**config.mk**
```make
export PLATFORM = sky130hd
export DESIGN_NAME = smvm_queue
export DESIGN_NICKNAME = d
export VERILOG_FILES = /design/src/smvm_pkg.sv /design/src/smvm_queue.sv
export SDC_FILE = /design/constraint.sdc
export NUM_CORES = 1
export LEC_CHECK = 0
export BUFFER_PORTS_ARGS = -buffer_cell sky130_fd_sc_hd__buf_4
export CORE_ASPECT_RATIO = 0.5
export CORE_UTILIZATION = 40
export CTS_CLUSTER_DIAMETER = 150
export DETAILED_ROUTE_END_ITERATION = 7
export SLEW_MARGIN = 0
export SYNTH_ARGS = -nofsm -noshare
export SYNTH_HDL_FRONTEND = slang
export SYNTH_SLANG_ARGS = --single-unit
```
**constraint.sdc**
```tcl
create_clock -name clk -period 2.7 [get_ports clk]
set_input_delay 0.54 -clock clk [delete_from_list [all_inputs] [get_ports clk]]
set_output_delay 0.54 -clock clk [all_outputs]
set_load 0.05 [all_outputs]
```
**src/smvm_pkg.sv**
```systemverilog
// ---------------------------------------------------------------------------
// Sparse matrix-vector multiply package
// Shared constants, command codes and the queue entry type.
// ---------------------------------------------------------------------------
package smvm_pkg;

	// Vector store geometry.
	localparam int unsigned VECTOR_DEPTH = 4096;
	localparam int unsigned ADDR_W       = $clog2(VECTOR_DEPTH);
	// Width used to compare an index against the store depth.
	localparam int unsigned CMP_W        = 21;

	// Queue between the front and the back part.
	localparam int unsigned QUEUE_DEPTH  = 4;
	localparam int unsigned QPTR_W       = $clog2(QUEUE_DEPTH);
	localparam int unsigned QCNT_W       = $clog2(QUEUE_DEPTH + 1);

	// Saturation limits of the Q32.32 accumulator.
	localparam logic [63:0] SUM_MAX = 64'h7FFF_FFFF_FFFF_FFFF;
	localparam logic [63:0] SUM_MIN = 64'h8000_0000_0000_0000;

	typedef enum logic [1:0] {
		CMD_WRITE     = 2'd0,
		CMD_ACC       = 2'd1,
		CMD_ACC_CLOSE = 2'd2,
		CMD_CLOSE     = 2'd3
	} command_t;

	// One classified item as it travels from the front to the back part.
	typedef struct packed {
		logic               acc;
		logic               close;
		logic signed [31:0] value;
		logic signed [31:0] vec;
	} entry_t;

endpackage

```
**src/smvm_queue.sv**
```systemverilog
// ---------------------------------------------------------------------------
// Sparse matrix-vector multiply queue
// Short first-in first-out buffer that decouples front and back parts.
// ---------------------------------------------------------------------------
module smvm_queue (
	input  logic                  clk,
	input  logic                  arst_n,
	input  logic                  push,
	input  smvm_pkg::entry_t      push_entry,
	output logic                  full,
	input  logic                  pop,
	output logic                  head_valid,
	output smvm_pkg::entry_t      head
);
	import smvm_pkg::*;

	entry_t              mem_q [QUEUE_DEPTH];
	logic [QPTR_W-1:0]   wr_ptr_q;
	logic [QPTR_W-1:0]   rd_ptr_q;
	logic [QCNT_W-1:0]   count_q;
	logic                do_push;
	logic                do_pop;

	assign full       = (count_q == QCNT_W'(QUEUE_DEPTH));
	assign head_valid = (count_q != '0);
	assign do_push    = push && !full;
	assign do_pop     = pop && head_valid;
	assign head       = mem_q[rd_ptr_q];

	// Pointers and fill count.
	always_ff @(posedge clk or negedge arst_n) begin
		if (!arst_n) begin
			wr_ptr_q <= '0;
			rd_ptr_q <= '0;
			count_q  <= '0;
		end else begin
			if (do_push) begin
				wr_ptr_q <= wr_ptr_q + 1'b1;
			end
			if (do_pop) begin
				rd_ptr_q <= rd_ptr_q + 1'b1;
			end
			if (do_push && !do_pop) begin
				count_q <= count_q + 1'b1;
			end else if (do_pop && !do_push) begin
				count_q <= count_q - 1'b1;
			end
		end
	end

	// Entry storage.
	always_ff @(posedge clk) begin
		if (do_push) begin
			mem_q[wr_ptr_q] <= push_entry;
		end
	end

endmodule

```
==> results.cfg <==
[min_path]
worstHoldPathType = input port to flop

[clock_network]
htree_levels = 1
path_clk_slew_ns = 0.07
cts_tree = yes
cts_root_buffer = clkbuf_16
clockBufferDepth = 3
cts_buffers = 25
clock_latency_ns = 0.52
cts_sinks = 271

[worst_setup_path]
cp.depth = 3
required_ns = 2.16
worstPathCellList = buf_16, mux4_2, buf_4
crit_buf_inv = 2
start_kind = flop
end_kind = primary output
worst_r2r_path_depth = 8
crit_family = multiplexers
r2r_slack_ns = 0.52
cp-endpoint = head[15]
critPathArrivalTime_ns = 2.04
cp_max_fo = 31
reg2reg_from = count_q[2]$_DFFE_PN0P_
r2r_end = count_q[2]$_DFFE_PN0P_
cpMaxStageDelayCell = mux4_2
critPathMaxStageDelay_ns = 0.56
crit_type = flop to primary output
worstSetupStartpoint = rd_ptr_q[0]$_DFFE_PN0P_

[die]
die-area_um2 = 25600
fp.dieH_um = 114
std_cell_rows = 40
dieWidth_um = 225
initial_core_util_pct = 41.1
coreArea_um2 = 24200
ios = 138

[final_layout]
fin_util_pct = 51.0
multi_input_area_um2 = 1720
area_growth_pct = 23.9
final_nets = 622
final_layout_size_suffix_gt1_share_pct = 47.2
n_fill_cell = 1970
insertedDiodeCount = 0
regArea_um2 = 8110
layoutNonFillerInstCount = 899

[yosys]
postSynthCellCount = 380
yosysWarnings = 0
synth_area_um2 = 9960
synth-seq-cells = 271
syn_area_per_cell_um2 = 26.2
synth-seq-area-share_pct = 81.4
ys_types = 21
synth_nets = 456

[sta]
hold_violations = 0
drv_slew = 0
slew-limit-headroom_pct = 64.9
worst_slew_pin_slew_ns = 0.525
skew_ns = 0.0105
finalSetupTns_ns = 0
fmax_ghz = 0.387
fin_crit_sh_pct = 95.6
rsz0062_at_grt = false
setup_viol = 0
fin_crit_ns = 2.58

[power]
power_density_nw_per_um2 = 1260
p_leak_nw = 4.20
finalPower_mw = 15.6
vdd_drop_max_v = 0.000658

[placed_design]
routabilityCongestion = 0.688
place_hpwl_um = 11200
dp.cells = 853
io_buffers = 137

[global_routing]
grt_pass1_wl_um = 27900
overflow = 0
grt_start_max_net_pins = 63
grt_usage_pct = 14.6
grt_pass1_vias = 4752
antenna_found_initial = 0

[drt]
drt_iter0_markers = 334
wl_per_cell_um = 20.0
via_count = 4398
drt-total-wl_um = 18000
vias_per_cell = 4.89
drtAntennaViolNets = 0
dr.pass1.iters = 6
drc = 0

[run_status]
status = complete, no violations

[job]
maxCapViolCount = 0
## metal layers
| layer | global-route usage, % | wire (um) |
|---|---|---|
| met3 | 2.94 | 569 |
| met2 | 24.8 | 9230 |
| met5 | 0 | 0 |
| met4 | 3.58 | 314 |
| met1 | 19.7 | 7850 |
## Yosys cell counts (all sizes together)
cell	n	share of area, %
buf	16	1.4
fa	1	0.20
xnor2	4	0.35
mux2	2	0.23
dfrtp	7	1.8
nor3b	1	0.13
ha	5	0.63
nand2	1	0.038
or3	1	0.063
nand3	1	0.050
and2	4	0.25
nor2	1	0.038
inv	3	0.11
nor2b	1	0.063
edfxtp	264	80
xor2	2	0.18
mux4	66	15
## state kept, by name (all words and copies together) (netlist names)
signal,count
rd_ptr_q,2
wr_ptr_q,2
mem_q,264
count_q,3
## power by group
group	leakage [nW]	total (mW)	switching, mW	internal (mW)
logic	1.33	6.47	4.15	2.32
registers	2.50	5.78	0.221	5.56
clock network	0.375	3.35	1.46	1.89
total	4.20	15.6	5.84	9.77
## how the worst min path moves through the flow
stage	start	to	cells past startpoint
final	push_entry[11]	mem_q[0][11]$_DFFE_PP_	1
after global routing	push_entry[32]	mem_q[0][32]$_DFFE_PP_	1
after CTS	push_entry[32]	mem_q[0][32]$_DFFE_PP_	1
after detailed placement	arst_n	rd_ptr_q[0]$_DFFE_PN0P_	1
after global placement	arst_n	rd_ptr_q[0]$_DFFE_PN0P_	1
after floorplan	arst_n	count_q[0]$_DFFE_PN0P_	0
## placed cells by master (no fill, tap or decap), types with 2 or more instances in the layout
cell type | Yosys | final
ha_1 | 5 | 5
xor2_1 | 2 | 2
xnor2_1 | 4 | 4
clkbuf_1 | 0 | 2
clkbuf_16 | 0 | 25
clkinv_1 | 0 | 5
and2_4 | 0 | 4
clkinvlp_4 | 0 | 3
edfxtp_1 | 264 | 264
dfrtp_4 | 0 | 2
bufinv_16 | 0 | 2
buf_12 | 3 | 10
dfrtp_1 | 7 | 5
inv_1 | 3 | 3
mux2_2 | 2 | 2
mux4_2 | 66 | 66
buf_4 | 4 | 143
clkinv_2 | 0 | 6
## repair_timing
action	in CTS	in global routing
hold buffers	1	0
endpoints found under the setup margin	59	0
endpoints found under the hold margin	7	0
resized for setup	1	0
setup buffers	1	0
## logic make-up after synthesis
| family | share of synthesized area, % |
|---|---|
| flip-flops | 81.4 |
| multiplexers | 15.2 |
| buffers and inverters | 1.50 |
| AND/OR/NAND/NOR | 0.628 |
| XOR/XNOR | 0.528 |
| adder cells (fa/ha/maj) | 0.829 |
## final cells by class
type	count	area share, %
multi-input combinational	90	13.9
clock inverter	17	1.14
clock buffer	27	5.13
timing repair buffer	155	10.6
inverter	3	0.0912
sequential	271	65.7
tap	336	3.41
## stage by stage
step / instance area, um2 / hold WS [ns] / worst slack, ns
2_1_floorplan: 9960 / 0.244 / 0.253
5_1_grt: 12300 / 0.195 / 0.0335
3_3_place_gp: 11500 / 0.362 / 0.447
3_5_place_dp: 11500 / 0.362 / 0.381
4_1_cts: 12300 / 0.193 / 0.0747
6_report: 12300 / 0.217 / 0.118
(Power assumes the default switching activity.)
