[src/smvm_pkg.sv]
// ---------------------------------------------------------------------------
// Sparse matrix-vector multiply package
// Shared constants, command codes and the queue entry type.
// ---------------------------------------------------------------------------
package smvm_pkg;

	// Vector store geometry.
	localparam int unsigned VECTOR_DEPTH = 4096;
	localparam int unsigned ADDR_W       = $clog2(VECTOR_DEPTH);
	// Width used to compare an index against the store depth.
	localparam int unsigned CMP_W        = 21;

	// Queue between the front and the back part.
	localparam int unsigned QUEUE_DEPTH  = 4;
	localparam int unsigned QPTR_W       = $clog2(QUEUE_DEPTH);
	localparam int unsigned QCNT_W       = $clog2(QUEUE_DEPTH + 1);

	// Saturation limits of the Q32.32 accumulator.
	localparam logic [63:0] SUM_MAX = 64'h7FFF_FFFF_FFFF_FFFF;
	localparam logic [63:0] SUM_MIN = 64'h8000_0000_0000_0000;

	typedef enum logic [1:0] {
		CMD_WRITE     = 2'd0,
		CMD_ACC       = 2'd1,
		CMD_ACC_CLOSE = 2'd2,
		CMD_CLOSE     = 2'd3
	} command_t;

	// One classified item as it travels from the front to the back part.
	typedef struct packed {
		logic               acc;
		logic               close;
		logic signed [31:0] value;
		logic signed [31:0] vec;
	} entry_t;

endpackage

[src/smvm_back.sv]
// ---------------------------------------------------------------------------
// Sparse matrix-vector multiply back part
// Multiplies each entry by its vector element, accumulates with saturation
// and presents the row result in an output register.
// ---------------------------------------------------------------------------
module smvm_back (
	input  logic               clk,
	input  logic               arst_n,
	input  logic               head_valid,
	input  smvm_pkg::entry_t   head,
	output logic               pop,
	output logic               result_valid,
	input  logic               result_ready,
	output logic [19:0]        row_number,
	output logic signed [63:0] row_sum,
	output logic               saturated
);
	import smvm_pkg::*;

	logic               valid_s1;
	logic               close_s1;
	logic signed [63:0] prod_s1;
	logic signed [63:0] prod;

	logic [63:0]        acc_q;
	logic               sat_q;
	logic [19:0]        row_q;
	logic               out_valid_q;
	logic [19:0]        out_row_q;
	logic [63:0]        out_sum_q;
	logic               out_sat_q;

	logic               slot_free;
	logic               consume;
	logic               load;
	logic [63:0]        sum;
	logic               ovf;
	logic [63:0]        new_acc;
	logic               new_sat;

	// Flow control: a close waits for a free output register.
	assign slot_free = !out_valid_q || result_ready;
	assign consume   = valid_s1 && (!close_s1 || slot_free);
	assign load      = !valid_s1 || consume;
	assign pop       = head_valid && load;

	// Product of entry value and vector element; a bare close adds nothing.
	assign prod = head.acc ? (64'(head.value) * 64'(head.vec)) : 64'sd0;

	// Saturating accumulate.
	assign sum     = acc_q + prod_s1;
	assign ovf     = (acc_q[63] ^ sum[63]) & (prod_s1[63] ^ sum[63]);
	assign new_acc = ovf ? (prod_s1[63] ? SUM_MIN : SUM_MAX) : sum;
	assign new_sat = sat_q | ovf;

	// Control state: product stage, accumulator, row counter, output valid.
	always_ff @(posedge clk or negedge arst_n) begin
		if (!arst_n) begin
			valid_s1    <= 1'b0;
			acc_q       <= '0;
			sat_q       <= 1'b0;
			row_q       <= '0;
			out_valid_q <= 1'b0;
		end else begin
			if (load) begin
				valid_s1 <= head_valid;
			end
			if (consume && close_s1) begin
				acc_q       <= '0;
				sat_q       <= 1'b0;
				row_q       <= row_q + 1'b1;
				out_valid_q <= 1'b1;
			end else begin
				if (consume) begin
					acc_q <= new_acc;
					sat_q <= new_sat;
				end
				if (result_ready) begin
					out_valid_q <= 1'b0;
				end
			end
		end
	end

	// Payload registers.
	always_ff @(posedge clk) begin
		if (pop) begin
			prod_s1  <= prod;
			close_s1 <= head.close;
		end
		if (consume && close_s1) begin
			out_row_q <= row_q;
			out_sum_q <= new_acc;
			out_sat_q <= new_sat;
		end
	end

	assign result_valid = out_valid_q;
	assign row_number   = out_row_q;
	assign row_sum      = $signed(out_sum_q);
	assign saturated    = out_sat_q;

endmodule

[config.mk]
export PLATFORM = sky130hd
export DESIGN_NAME = smvm_back
export DESIGN_NICKNAME = d
export VERILOG_FILES = /design/src/smvm_pkg.sv /design/src/smvm_back.sv
export SDC_FILE = /design/constraint.sdc
export NUM_CORES = 2
export LEC_CHECK = 0
export BUFFER_PORTS_ARGS = -buffer_cell sky130_fd_sc_hd__buf_2
export CORE_MARGIN = 1.5
export CORE_UTILIZATION = 27
export DETAILED_ROUTE_END_ITERATION = 7
export GPL_TIMING_DRIVEN = 0
export SYNTH_ARGS = -nofsm -noshare
export SYNTH_HDL_FRONTEND = slang
export SYNTH_SLANG_ARGS = --single-unit
[constraint.sdc]
create_clock -name clk -period 16.6 [get_ports clk]
set_input_delay 0.83 -clock clk [delete_from_list [all_inputs] [get_ports clk]]
set_output_delay 0.83 -clock clk [all_outputs]
set_load 0.02 [all_outputs]
==> out/qor.yml <==
yosys:
  postSynthAreaPerCell_um2: 9.587
  netlist_area_um2: 48630
  yosysUniqueCellTypes: 68
  ys_seq_elements: 237
  synth_top_area_share_pct: 44.63
  synth_cells: 5072
  yosysWarnings: 0
  netlist_top_cells_area: "fa_1 45%, edfxtp_1 9.3%, inv_1 7.6%"
  yosysTopAreaCell: "fa_1"
  synthFlopType: "edfxtp_1"
  synth-edff-count: 150
  ys_seq_area_share_pct: 13.74
  yosysMostFrequentCell: "fa_1"
  syn-num-nets: 6474
  synth_common_cells: "1084 x fa_1, 988 x inv_1, 654 x nand2_1"
  async_flop_share_pct: 36.71
outcome:
  violations: "max-capacitance violations, max-slew violations"
  run_status: "finished with violations"
sta:
  timing.final.crit_share_pct: 62.83
  rsz0062_at_grt: "false"
  fmax_ghz: 0.09587
  finClkSkew_ns: 0.02801
  finalSetupTns_ns: 0
  finalMaxSlewViolations: 11
  period_needed_ns: 10.43
  tightest_slew_ns: 1.598
  slew_headroom_pct: -6.513
  finalSetupViolCount: 0
  hold_violations: 0
setup_path:
  cp_data_arrival_time_ns: 10.72
  worstSetupPathType: "in2reg"
  startpoint_type: "input pin"
  cp.required_ns: 16.89
  crit_family: "adder cells"
  crit_path_max_incr_delay_ns: 1.17
  cp_max_fo: 10
  critical_path.n_buffers_inverters: 8
  cp_common_cell: "fa_1"
  critPathSlowestCell: "clkbuf_1"
  critPathCaptureType: "flop"
clock_network:
  cts.sinks: 237
  cts_setup_buffers: 0
  htreeDepth: 1
  path_clk_slew_ns: 0.08
  cts_made_buffers: 22
  clk_latency_ns: 0.54
  tritoncts: "yes"
  holdBufCountCts: 0
  ctsResizeCount: 0
  cts_root_buffer: "clkbuf_16"
  clockBufferDepth: 3
floorplan:
  io_pins: 157
  core-area_um2: 178600
  die_y_um: 427.4
  dieArea_um2: 182600
  initial_utilization_pct: 27.22
  rows: 155
  die_w_um: 427.4
global_route:
  track_usage_pct: 20.04
  grt_max_degree: 58
  overflow: 0
  grt_pass1_wl_um: 267200
  antenna_found_initial: 37
  grt_pass1_vias: 39304
layout:
  final_layout_size_suffix_gt1_share_pct: 4.060
  register_area_um2: 6681
  fillers: 18808
  finalNetCount: 6658
  multi_input_area_um2: 37260
  area_delta_synth_final_pct: 9.714
route:
  drtIter0Drc: 3140
  wl_per_cell_um: 23.78
  first_pass_iters: 5
  routed_wl_um: 181600
  vias_per_cell: 4.831
  vias: 36902
  ant_nets: 0
  drcViolationCount: 0
worst_hold_path:
  hold_class: "in2async"
placed_design:
  io_buffers: 155
  gp_congestion: 1.020
  dp_hpwl_um: 152300
run:
  cap_viol_max_count: 1
==> worst register-to-register path: stages, from the launching register on <==
cell and delay, ns:
edfxtp_1 0.43, ha_1 0.31, buf_2 0.17, a21oi_1 0.21
o21ai_1 0.17, a211oi_1 0.45, o31ai_1 0.19, o31ai_1 0.62
o21ai_1 0.31, a31o_2 0.35, nand3_1 0.18, a21bo_2 0.17
a21oi_1 0.10, fa_1 0.51, nand2b_1 0.31, nor2_1 0.15
a21oi_1 0.63, clkbuf_1 0.78, nand2_1 0.12, mux2i_1 0.33
nor2_1 0.09
==> layout make-up <==
cell class,count,area share [%]
clock buffer,25,1.112
antenna,12,0.05629
sequential,237,12.52
inverter,989,6.959
multi-input combinational,3581,69.84
clock inverter,14,0.4456
buffer,265,1.869
tap,2355,5.523
timing repair buffer,160,1.675
==> worst paths after layout <==
kind | to | slack, ns | startpoint | cells after the start
worst max-delay path | prod_s1[63]$_SDFFCE_PN0P_ | 6.17 | head[5] | 26
worst min-delay path | acc_q[11]$_DFFE_PN0P_ | 0.24 | arst_n | 1
worst max register to register | row_sum[54]$_DFFE_PP_ | 9.78 | prod_s1[16]$_SDFFCE_PN0P_ | 20
worst min register to register | row_number[18]$_DFFE_PP_ | 0.45 | row_q[18]$_DFFE_PN0P_ | 0
max in group asynchronous | row_q[1]$_DFFE_PN0P_ | 15.68 | arst_n | 2
min in group clk | row_number[18]$_DFFE_PP_ | 0.45 | row_q[18]$_DFFE_PN0P_ | 0
==> per-layer routing <==
metal	GRT usage, %	share of wire (%)
met2	32.44	45
met5	0	0.082
met3	4.453	9.3
met4	7.819	4.6
met1	25.96	41
==> registers in the layout, summed over array words and instances, names as in the netlist <==
name	cells
row_number	20
row_q	20
close_s1	1
saturated	1
valid_s1	1
row_sum	64
prod_s1	64
result_valid	1
sat_q	1
acc_q	64
==> placed cells by master, fill, tap and decap left out, types with 8 or more instances in the layout <==
master / n
fa_1: 1084
inv_1: 988
nand2_1: 654
and2_1: 559
clkbuf_1: 260
ha_1: 248
a21oi_1: 167
nor2_1: 157
buf_2: 156
edfxtp_1: 150
o21ai_0: 95
xnor2_1: 88
dfrtp_1: 87
a21o_1: 63
xor2_1: 47
nand3_1: 42
nor2b_1: 40
and3_1: 29
a22o_1: 29
nand4_1: 25
nor3_1: 25
o21bai_1: 24
clkbuf_16: 23
a211oi_1: 20
nand2b_1: 20
a31oi_1: 16
diode_2: 12
o21ai_1: 12
o31ai_1: 11
o21a_1: 11
o211ai_1: 10
or3_1: 10
mux2i_1: 8
==> cells by family after synthesis <==
kind of cell	synth area share [%]
muxes	0.2342
buffers and inverters	9.685
AOI/OAI and AO/OA	6.700
adders and majority gates	51.01
and+or+nand+nor	16.20
xor gates and xnor gates	2.432
DFF	13.74
==> stage by stage <==
step	hold WS, ns	utilization (%)	area [um2]	worst slack, ns	cells
after global placement	0.4330	29.31	52350	5.917	7582
after detailed placement	0.4386	29.39	52490	5.817	7587
after floorplan	0.4249	-	48630	8.219	5072
after global routing	0.2736	29.85	53320	5.757	7628
final	0.2416	29.87	53350	6.170	7638
after CTS	0.2463	29.85	53320	6.377	7626
Power is left out: the tool's default activity adds up to more than one toggle a clock period on the data nets, which glitch-free logic cannot reach.
